===== config.mk =====
export PLATFORM = sky130hd
export DESIGN_NAME = aabb_ram
export DESIGN_NICKNAME = d
export VERILOG_FILES = /design/src/rtl/aabb_all_pairs_overlap_assert.svh /design/src/rtl/aabb_ram.sv
export SDC_FILE = /design/constraint.sdc
export NUM_CORES = 1
export LEC_CHECK = 0
export BUFFER_PORTS_ARGS = -buffer_cell sky130_fd_sc_hd__buf_2
export CORE_ASPECT_RATIO = 0.9
export CORE_MARGIN = 2
export CORE_UTILIZATION = 55
export DETAILED_ROUTE_END_ITERATION = 10
export PLACE_DENSITY = 0.73
export SETUP_SLACK_MARGIN = 0.1
export SLEW_MARGIN = 40
export SYNTH_ARGS = -nofsm -noshare
export SYNTH_HDL_FRONTEND = slang
export SYNTH_SLANG_ARGS = --single-unit

===== constraint.sdc =====
create_clock -name clk -period 3.3 [get_ports clk]
set_input_delay 0.495 -clock clk [delete_from_list [all_inputs] [get_ports clk]]
set_output_delay 0.495 -clock clk [all_outputs]
set_load 0.03 [all_outputs]

===== src/rtl/aabb_all_pairs_overlap_assert.svh =====
// ----------------------------------------------------------------------------
// aabb assertion macros
// shared concurrent assertion forms, clocked on clk, disabled during reset
// ----------------------------------------------------------------------------
`ifndef AABB_ALL_PAIRS_OVERLAP_ASSERT_SVH
`define AABB_ALL_PAIRS_OVERLAP_ASSERT_SVH

// same-cycle implication
`define AABB_ASSERT_NOW(label, ante, cons, msg) \
    label: assert property (@(posedge clk) disable iff (!rst_n) (ante) |-> (cons)) \
        else $error(msg);

// next-cycle implication
`define AABB_ASSERT_NEXT(label, ante, cons, msg) \
    label: assert property (@(posedge clk) disable iff (!rst_n) (ante) |=> (cons)) \
        else $error(msg);

`endif


===== src/rtl/aabb_ram.sv =====
// ----------------------------------------------------------------------------
// aabb_ram
// generic single-write single-read ram with registered read data
// ----------------------------------------------------------------------------
`timescale 1ns / 1ps

module aabb_ram #(
    parameter int WIDTH = 8,
    parameter int DEPTH = 16
) (
    input  logic                     clk,
    input  logic                     we,
    input  logic [$clog2(DEPTH)-1:0] waddr,
    input  logic [WIDTH-1:0]         wdata,
    input  logic                     re,
    input  logic [$clog2(DEPTH)-1:0] raddr,
    output logic [WIDTH-1:0]         rdata
);

    logic [WIDTH-1:0] mem [DEPTH];
    logic [WIDTH-1:0] rdata_reg;

    always_ff @(posedge clk)
    begin
        if (we)
        begin
            mem[waddr] <= wdata;
        end
        if (re)
        begin
            rdata_reg <= mem[raddr];
        end
    end

    assign rdata = rdata_reg;

endmodule


# Word level (Yosys, flattened, before mapping)
# Memory sizes are Yosys's and may differ from the RTL's. A register that Yosys moved wholly into a read port is not among the register bits.
# Index checks and enable logic that the tools add are counted.
[totals]
register_bits = 0
mem_bits_rw = 128
in_bits = 19
out_inout_bits = 8
word_cells = 3
n_memories = 1
[memory_table]
columns = ["name", "depth", "width", "rd", "rd_clocked_by_memory_dff", "write_ports", "line_no", "rtl"]
rows = [
  ["mem", 16, 8, 1, 1, 1, "aabb_ram.sv:20", "logic [WIDTH-1:0] mem [DEPTH];"],
]
[op_classes]
mux = 2
[ops]
columns = ["op", "count"]
rows = [
  ["$mux 1", 2],
]

# Depth between registers and ports, before layout
# Gate-level depths: netlist of run 1.
[logic_depth]
ltp_word = 2
mapped_depth = 5
ltp_nobuf = 3

# Worst setup path after synthesis of run 1
# No wires, ideal clock.
[synth_path]
path_kind = "input port to flip-flop"
from = "input port waddr[2]"
to = "memory mem[0][0], enable pin"
setup_time_ps = 383
arrival_ps = 1605
t_required_ps = 2917
setup_slack_ps = 1312
cell_stages = 2
path_buffers = 0
cell_sequence = "or3b_2 nor3_1"
[synth_lines]
columns = ["element", "line_no", "rtl"]
rows = [
  ["start: declaration", "aabb_ram.sv:13", "input logic [$clog2(DEPTH)-1:0] waddr,"],
  ["end: declaration", "aabb_ram.sv:20", ""],
]
# Straight into the memory's write port.

==> flow_summary.toml, run 1 <==
[layout]
fill_cells = 614
largest_reg_flops = 128
areaGrowthSynthToFinish_pct = 15.0
n_antenna_cell = 0
layout-drive-gt1-share_pct = 29.5
nNetsFinal = 291

[route]
first_pass_iters = 4
routedWlPerCell_um = 24.8
wl_mm = 10.1
drc = 0
ant_nets = 0
via_per_inst = 6.09
drtIter0Drc = 135
vias = 2479

[synthesis]
yosysMostFrequentCell = "edfxtp_1"
ys_seq_area_share_pct = 78.1
synth_nets = 248
synth_top_flop_cell = "edfxtp_1"
ys_ff_latch = 136
ys_warn_count = 0
synth.avg_cell_area_um2 = 22.8
synth_edf_count = 136
syn_area_um2 = 5230
ys_types = 18
netlist_top_cells_area = "edfxtp_1 (78%), mux4_2 (7.8%), mux4_1 (7.0%)"
async_reset_ff_share_pct = 0
syn_inst = 229
synth_common_cells = "edfxtp_1 (136), mux4_2 (18), a22oi_1 (16)"
synth_top_area_cell = "edfxtp_1"
netlist.area_leader.share_pct = 78.1

[die]
rows = 33
die_x_um = 107
dieArea_um2 = 10300
core_um2 = 9170
initial_utilization_pct = 57.0
io_pins = 27
die_y_um = 96.5

[setup_path]
path_cells = "buf_2 > buf_4 > mux4_1 > a22oi_1 > nand2_1"
arrival_ps = 2140
cp_max_fo = 15
r2r_slack_ps = 1790
critPathLaunchType = "input port"
cp.buffers_inverters = 2
max_stage_delay_ps = 580
crit_type = "input port to flip-flop"
endpoint_kind = "flip-flop"
crit_required_ps = 3560
cp_top_family = "buffers and inverters"
cpMaxStageDelayCell = "mux4_1"

[clock_tree]
clockBufferDepth = 2
cts-root-buf = "clkbuf_8"
cts_buffers = 17
cts_max_level = 4
clock_latency_ps = 510
cts_tree = "yes"
cts_resized = 0
clk_pin_slew_ps = 60
postCtsSetupRepairBufs = 0
cts_sinks = 136
hold_buffers = 0

[job]
maxCapViolations = 0

[placed_design]
gp_congestion = 0.737
place_hpwl_mm = 6.30
portBuffers = 26

[sta]
fmax_mhz = 532
finClkSkew_ps = 9.26
fin_tns_setup_ps = 0
maxSlewViolCount = 0
holdWs_ps = 345
slew_headroom_pct = 42.8
rsz0062_at_grt = "false"
finalHoldViolCount = 0
finalCritPeriodShare_pct = 57.0
tightest_slew_ps = 855
finalSetupViolations = 0
layout_min_cycle_time_ps = 1880

[power_and_ir_drop]
power.density_nw_per_um2 = 629
ir_drop_uv = 349
leakagePower_uw = 0.00200

[global_routing]
grt_max_degree = 33
grt_usage_pct = 21.8
grt_pass1_wl_mm = 15.0
grt_pass1_vias = 2409
grt_remaining_overflow = 0
antenna_found_initial = 0

[hold_path]
holdCritPathClass = "input port to flip-flop"

[run_status]
status = "finished clean"
==> stage by stage <==
step                setup slack, ps  cells  area (µm²)  utilization, %  power [µW]
floorplan                      1310    229        5230               -        2110
global placement                843    375        5480            59.8        2180
detailed placement              832    375        5490            59.9        2180
CTS                            1380    407        6000            65.4        3800
global route                   1310    407        6010            65.6        3890
finish                         1420    407        6010            65.6        3780
==> path summary, 6_finish.rpt <==
kind                                      startpoint                  to  cells after the start
worst max-delay path                        raddr[0]  rdata[1]$_DFFE_PP_                      5
worst min-delay path                              re  rdata[1]$_DFFE_PP_                      1
worst min register to register  mem[11][3]$_DFFE_PP_  rdata[3]$_DFFE_PP_                      3
worst max register to register   mem[3][0]$_DFFE_PP_  rdata[0]$_DFFE_PP_                      3
==> routing by layer <==
metal	share of wire, %	track usage [%]
met1	44	30.9
met2	49	32.9
met3	6.2	6.17
met4	0.73	8.23
met5	0	0
==> layout by cell type (no fill, tap or decap) <==
master / netlist / routed
nor2b_1: 1 / 1
clkinv_1: 0 / 4
bufinv_16: 0 / 1
clkbuf_16: 0 / 16
nor2_2: 0 / 6
clkbuf_8: 0 / 1
clkinv_2: 0 / 5
clkbuf_1: 0 / 3
nand3_1: 1 / 1
and2b_1: 1 / 1
a22oi_1: 16 / 16
buf_2: 3 / 26
nor3_1: 4 / 4
edfxtp_1: 136 / 136
buf_4: 1 / 8
nand3b_1: 2 / 2
nand2_1: 9 / 9
and2_1: 1 / 1
nand2b_1: 2 / 2
mux4_1: 14 / 14
nor2_1: 13 / 7
clkinvlp_4: 0 / 2
mux4_2: 18 / 18
or3b_2: 1 / 1
==> cells by family (layout without fill, tap and decap cells) <==
logic type	count (synthesis)	count (layout)	share of synthesized area (%)
mux	32	32	14.8
simple gates	35	35	3.14
buf+inv	10	66	1.65
compound gates	16	16	2.30
flops	136	136	78.1
==> worst reg2reg max path: cells and delay by family (launching register included) <==
kind / cells / cell delay [ps]
AOI/OAI and AO/OA: 1 / 270
muxes: 1 / 480
DFF: 1 / 370
and+or+nand+nor: 1 / 130
==> power by group <==
part	switching, µW	total (µW)	internal (µW)	leakage (µW)
Clock	653	1630	978	0.000248
Sequential	10.1	1960	1950	0.00124
Combinational	118	188	70.5	0.000514
==> cell type report <==
cell class	instances	area, µm²	share of cell area [%]
Multi-Input combinational cell	83	1070	17.8
Clock inverter	12	85.1	1.42
Sequential cell	136	4080	68.0
Timing Repair Buffer	34	190	3.16
Clock buffer	20	425	7.08
Tap cell	122	153	2.54
Power figures use the tool's default switching activity.
==> run 2: changes to the inputs <==
clock period = 1.8 ns   (was 3.3 ns; I/O delays follow)
==> flow_summary.toml, run 2 (synthesis gave the netlist of run 1 again) <==
[setup_path]
crit_type = "flip-flop to flip-flop"
r2r_slack_ps = 290
r2r_cells = 3
rr_endpoint = "rdata[3]$_DFFE_PP_"
arrival_ps = 1770
crit_required_ps = 2060
critPathLaunchType = "flip-flop"
cp_max_fo = 1
timing.rr.start = "mem[0][3]$_DFFE_PP_"
endpoint_kind = "flip-flop"

[hold_path]
min_from = "re"
holdCritPathClass = "input port to flip-flop"
whs_endpoint = "rdata[3]$_DFFE_PP_"
holdPathStages = 1

[clock_tree]
hold_buffers = 0
postCtsSetupRepairBufs = 0
cts_tree = "yes"
clockBufferDepth = 2
cts_resized = 0
clk_pin_slew_ps = 60
cts_max_level = 4
cts_sinks = 136
clock_latency_ps = 510
cts-root-buf = "clkbuf_8"
cts_buffers = 17

[die]
die_y_um = 96.5
initial_utilization_pct = 57.0
die_x_um = 107
rows = 33
core_um2 = 9170
dieArea_um2 = 10300
io_pins = 27

[power_and_ir_drop]
p_int_uw = 5680
sequentialPowerShare_pct = 50.0
p_comb_share_pct = 5.0
p_sw_uw = 1500
ir_drop_uv = 782
leakagePower_uw = 0.00210
netSwitchingFraction_pct = 20.9
clkPwrFrac_pct = 45.0
power.density_nw_per_um2 = 1160

[route]
wl_mm = 9.50
drtIter0Drc = 190
vias = 2447
first_pass_iters = 4
ant_nets = 0
via_per_inst = 5.81
drc = 0
routedWlPerCell_um = 22.6

[sta]
tightest_slew_ps = 385
slew_headroom_pct = 74.3
finalSetupViolations = 0
holdWs_ps = 121
fmax_mhz = 662
finClkSkew_ps = 5.01
finalCritPeriodShare_pct = 84.0
finalHoldViolCount = 0
maxSlewViolCount = 0
rsz0062_at_grt = "false"
layout_min_cycle_time_ps = 1510
layout_setup_ws_ps = 289

[layout]
largest_reg_flops = 128
final_util_pct = 67.6
areaGrowthSynthToFinish_pct = 18.6
n_antenna_cell = 0
fill_cells = 592
mostFrequentLayoutCells = "edfxtp_1 (136), buf_2 (26), buf_4 (19)"
mostFrequentLayoutCell = "edfxtp_1"
layout-drive-gt1-share_pct = 33.1
nNetsFinal = 305

[global_routing]
grt_pass1_wl_mm = 14.4
antenna_found_initial = 0
grt_pass1_vias = 2509
grt_usage_pct = 20.6
grt_remaining_overflow = 0
grt_max_degree = 20

[job]
maxCapViolations = 0

[placed_design]
place_hpwl_mm = 6.05
gp_congestion = 0.776
portBuffers = 26
post-place-ws_ps = -13.7

[run_status]
status = "finished clean"
## run 2: layout make-up
class                           instances  area, µm²  area share [%]
Clock inverter                         15        155            2.50
Timing Repair Buffer                   48        333            5.37
Sequential cell                       136       4080            65.9
Tap cell                              122        153            2.46
Clock buffer                           17        414            6.68
Multi-Input combinational cell         83       1060            17.1
## run 2: worst max-delay path, cell delays in order, from the launching register on
cell      delay [ps]
edfxtp_1         370
mux4_1           490
a22oi_1          290
nand2_1          100
## run 2: metal layers
layer	track usage, %	part of all wire [%]	vias to the layer above
met3	4.63	4.8	17
met1	27.8	45	1254
li1	-	-	1097
met2	33.2	49	79
met4	8.77	1.8	0
met5	0	0	-
## run 2: per-stage QoR
stage,instance area [µm²],TNS [ps],instances,power [µW]
6_report,6200,0,421,7180
4_1_cts,6200,0,421,7220
3_5_place_dp,5630,-34.0,389,4010
3_3_place_gp,5630,-20.1,389,4000
2_1_floorplan,5230,0,229,3860
5_1_grt,6200,0,421,7400
## run 2: worst max path at each step
stage	endpoint	startpoint	cells after the start
6_report	rdata[3]$_DFFE_PP_	mem[0][3]$_DFFE_PP_	3
5_1_grt	rdata[5]$_DFFE_PP_	mem[1][5]$_DFFE_PP_	3
4_1_cts	rdata[3]$_DFFE_PP_	mem[0][3]$_DFFE_PP_	3
3_5_place_dp	rdata[1]$_DFFE_PP_	raddr[0]	5
3_3_place_gp	rdata[1]$_DFFE_PP_	raddr[0]	5
2_1_floorplan	rdata[1]$_DFFE_PP_	raddr[0]	5
## run 2: power groups by stage
stage | Clock [µW] | Combinational, µW | Sequential (µW)
2_1_floorplan | 0 | 180 | 3680
3_3_place_gp | 0 | 354 | 3650
3_5_place_dp | 0 | 362 | 3650
4_1_cts | 3270 | 364 | 3590
5_1_grt | 3420 | 386 | 3590
6_report | 3230 | 361 | 3590
==> run 3: changes to the inputs <==
ABC_AREA = 1   (was default)
clock period = 1.5 ns   (was 1.8 ns; I/O delays follow)
==> flow_summary.toml, run 3 <==
[power_and_ir_drop]
sequentialPowerShare_pct = 51.5
netSwitchingFraction_pct = 22.3
p_comb_share_pct = 6.8
clkPwrFrac_pct = 41.7
leakagePower_uw = 0.00291
p_sw_uw = 1870
power.density_nw_per_um2 = 1250
ir_drop_uv = 997
p_int_uw = 6510

[global_routing]
grt_pass1_wl_mm = 20.3
met2_usage_pct = 37.6
grt_max_degree = 37
grt_busiest_layer = "met2"
grt_pass1_vias = 3669
grtUsageMet1_pct = 34.6
grt_usage_pct = 24.3
grtUsageMet3_pct = 5.58
grt_remaining_overflow = 0
antenna_found_initial = 0

[layout]
largest_reg_flops = 128
mostFrequentLayoutCell = "nand2_1"
mostFrequentLayoutCells = "nand2_1 (173), edfxtp_1 (136), inv_1 (100)"
layout-drive-gt1-share_pct = 12.7
nNetsFinal = 614
final_util_pct = 65.1
fill_cells = 779
areaGrowthSynthToFinish_pct = 14.6
multi_input_area_um2 = 1210
regArea_um2 = 4080
n_antenna_cell = 0

[synthesis]
ys_seq_area_share_pct = 69.8
ys_warn_count = 0
syn_area_um2 = 5850
synth_edf_count = 136
synth.avg_cell_area_um2 = 10.6
syn_inst = 551
synth_top_area_cell = "edfxtp_1"
netlist_top_cells_area = "edfxtp_1 (70%), nand2_1 (11%), nand3_1 (8.3%)"
yosysMostFrequentCell = "nand2_1"
netlist.area_leader.share_pct = 69.8
synth_common_cells = "nand2_1 (173), edfxtp_1 (136), inv_1 (100)"
ys_types = 11
ys_ff_latch = 136
synth_top_flop_cell = "edfxtp_1"
async_reset_ff_share_pct = 0
synth_nets = 570

[setup_path]
crit_required_ps = 1270
cpMaxStageDelayCell = "edfxtp_1"
cp.buffers_inverters = 1
r2r_slack_ps = 340
max_stage_delay_ps = 440
crit_type = "flip-flop to output port"
cp_top_family = "flip-flops"
r2r_cells = 6
rr_endpoint = "rdata[0]$_DFFE_PP_"
arrival_ps = 1050
path_depth = 1
cp_max_fo = 1
timing.rr.start = "mem[7][0]$_DFFE_PP_"
cp-endpoint = "rdata[4]"
path_cells = "buf_2"
endpoint_kind = "output port"
cp-startpoint = "rdata[4]$_DFFE_PP_"
critPathLaunchType = "flip-flop"

[die]
dieArea_um2 = 11500
die_x_um = 113
rows = 35
initial_utilization_pct = 56.8
die_y_um = 102
core_um2 = 10300
io_pins = 27

[route]
ant_nets = 0
drtIter0Drc = 477
drc = 0
vias = 3964
first_pass_iters = 6
routedWlPerCell_um = 17.9
wl_mm = 13.1
via_per_inst = 5.39

[hold_path]
holdCritPathClass = "input port to flip-flop"

[sta]
slew_headroom_pct = 55.4
maxSlewViolCount = 0
rsz0062_at_grt = "false"
finalCritPeriodShare_pct = 84.8
tightest_slew_ps = 668
layout_min_cycle_time_ps = 1270
fin_tns_setup_ps = 0
fmax_mhz = 787
finalSetupViolations = 0
finalHoldViolCount = 0
finClkSkew_ps = 12.6

[job]
maxCapViolations = 0

[clock_tree]
cts_sinks = 136
cts_tree = "yes"
cts_buffers = 17
clock_latency_ps = 410
clockBufferDepth = 2
clk_pin_slew_ps = 60
cts_resized = 0
cts-root-buf = "clkbuf_16"
postCtsSetupRepairBufs = 0
hold_buffers = 0
cts_max_level = 4

[placed_design]
gp_congestion = 0.828
portBuffers = 26
place_hpwl_mm = 7.95

[run_status]
status = "finished clean"
-- run 3: changes by cell type after synthesis, moves of 3 or more --
| cell | delta |
|---|---|
| inv_1 | +100 |
| nand3_1 | +96 |
| buf_4 | +3 |
| a22oi_1 | -16 |
| mux4_2 | -18 |
| nor2_1 | +4 |
| buf_6 | +3 |
| buf_2 | +10 |
| mux4_1 | -14 |
| nand2_1 | +164 |
| nor3_1 | -4 |
| clkdlybuf4s25_2 | -3 |
-- run 3: cells by family (layout without fill, tap and decap cells) --
| kind of cell | Yosys count | in the layout | share of synthesized area, % |
|---|---|---|---|
| and+or+nand+nor | 289 | 289 | 20.8 |
| buffers and inverters | 126 | 181 | 9.39 |
| DFF | 136 | 136 | 69.8 |
-- run 3: metal layers --
metal / up-vias / routed length (µm)
li1: 1871 / -
met1: 1850 / 5450
met2: 222 / 6090
met3: 21 / 1380
met4: 0 / 213
met5: - / 0
-- run 3: how the worst min path moves through the flow --
stage | from | to | slack (ps) | depth (start not counted)
after detailed placement | re | rdata[1]$_DFFE_PP_ | 590 | 1
after floorplan | wdata[0] | mem[0][0]$_DFFE_PP_ | 320 | 0
after CTS | re | rdata[2]$_DFFE_PP_ | 160 | 1
after global placement | re | rdata[1]$_DFFE_PP_ | 590 | 1
after global routing | re | rdata[2]$_DFFE_PP_ | 160 | 1
final | re | rdata[2]$_DFFE_PP_ | 170 | 1
-- run 3: cell type report --
| class | count | area share, % |
|---|---|---|
| Tap cell | 129 | 2.41 |
| Timing Repair Buffer | 49 | 5.45 |
| Multi-Input combinational cell | 289 | 18.1 |
| Clock inverter | 10 | 0.877 |
| Inverter | 102 | 5.71 |
| Sequential cell | 136 | 60.9 |
| Clock buffer | 20 | 6.51 |
-- run 3: power groups by stage --
stage | logic [µW] | registers [µW] | clock network (µW)
4_1_cts | 569 | 4310 | 3530
2_1_floorplan | 300 | 4420 | 0
3_5_place_dp | 562 | 4390 | 0
6_report | 571 | 4310 | 3500
3_3_place_gp | 551 | 4390 | 0
5_1_grt | 626 | 4320 | 3710
-- run 3: per-stage QoR --
stage | cells | setup slack [ps] | hold WS (ps) | instance area (µm²) | power (µW)
floorplan | 551 | 324 | 324 | 5850 | 4720
global placement | 705 | 46.6 | 588 | 6210 | 4940
detailed placement | 705 | 32.2 | 588 | 6210 | 4950
CTS | 735 | 231 | 165 | 6700 | 8410
global route | 735 | 225 | 163 | 6700 | 8650
finish | 735 | 229 | 175 | 6700 | 8380
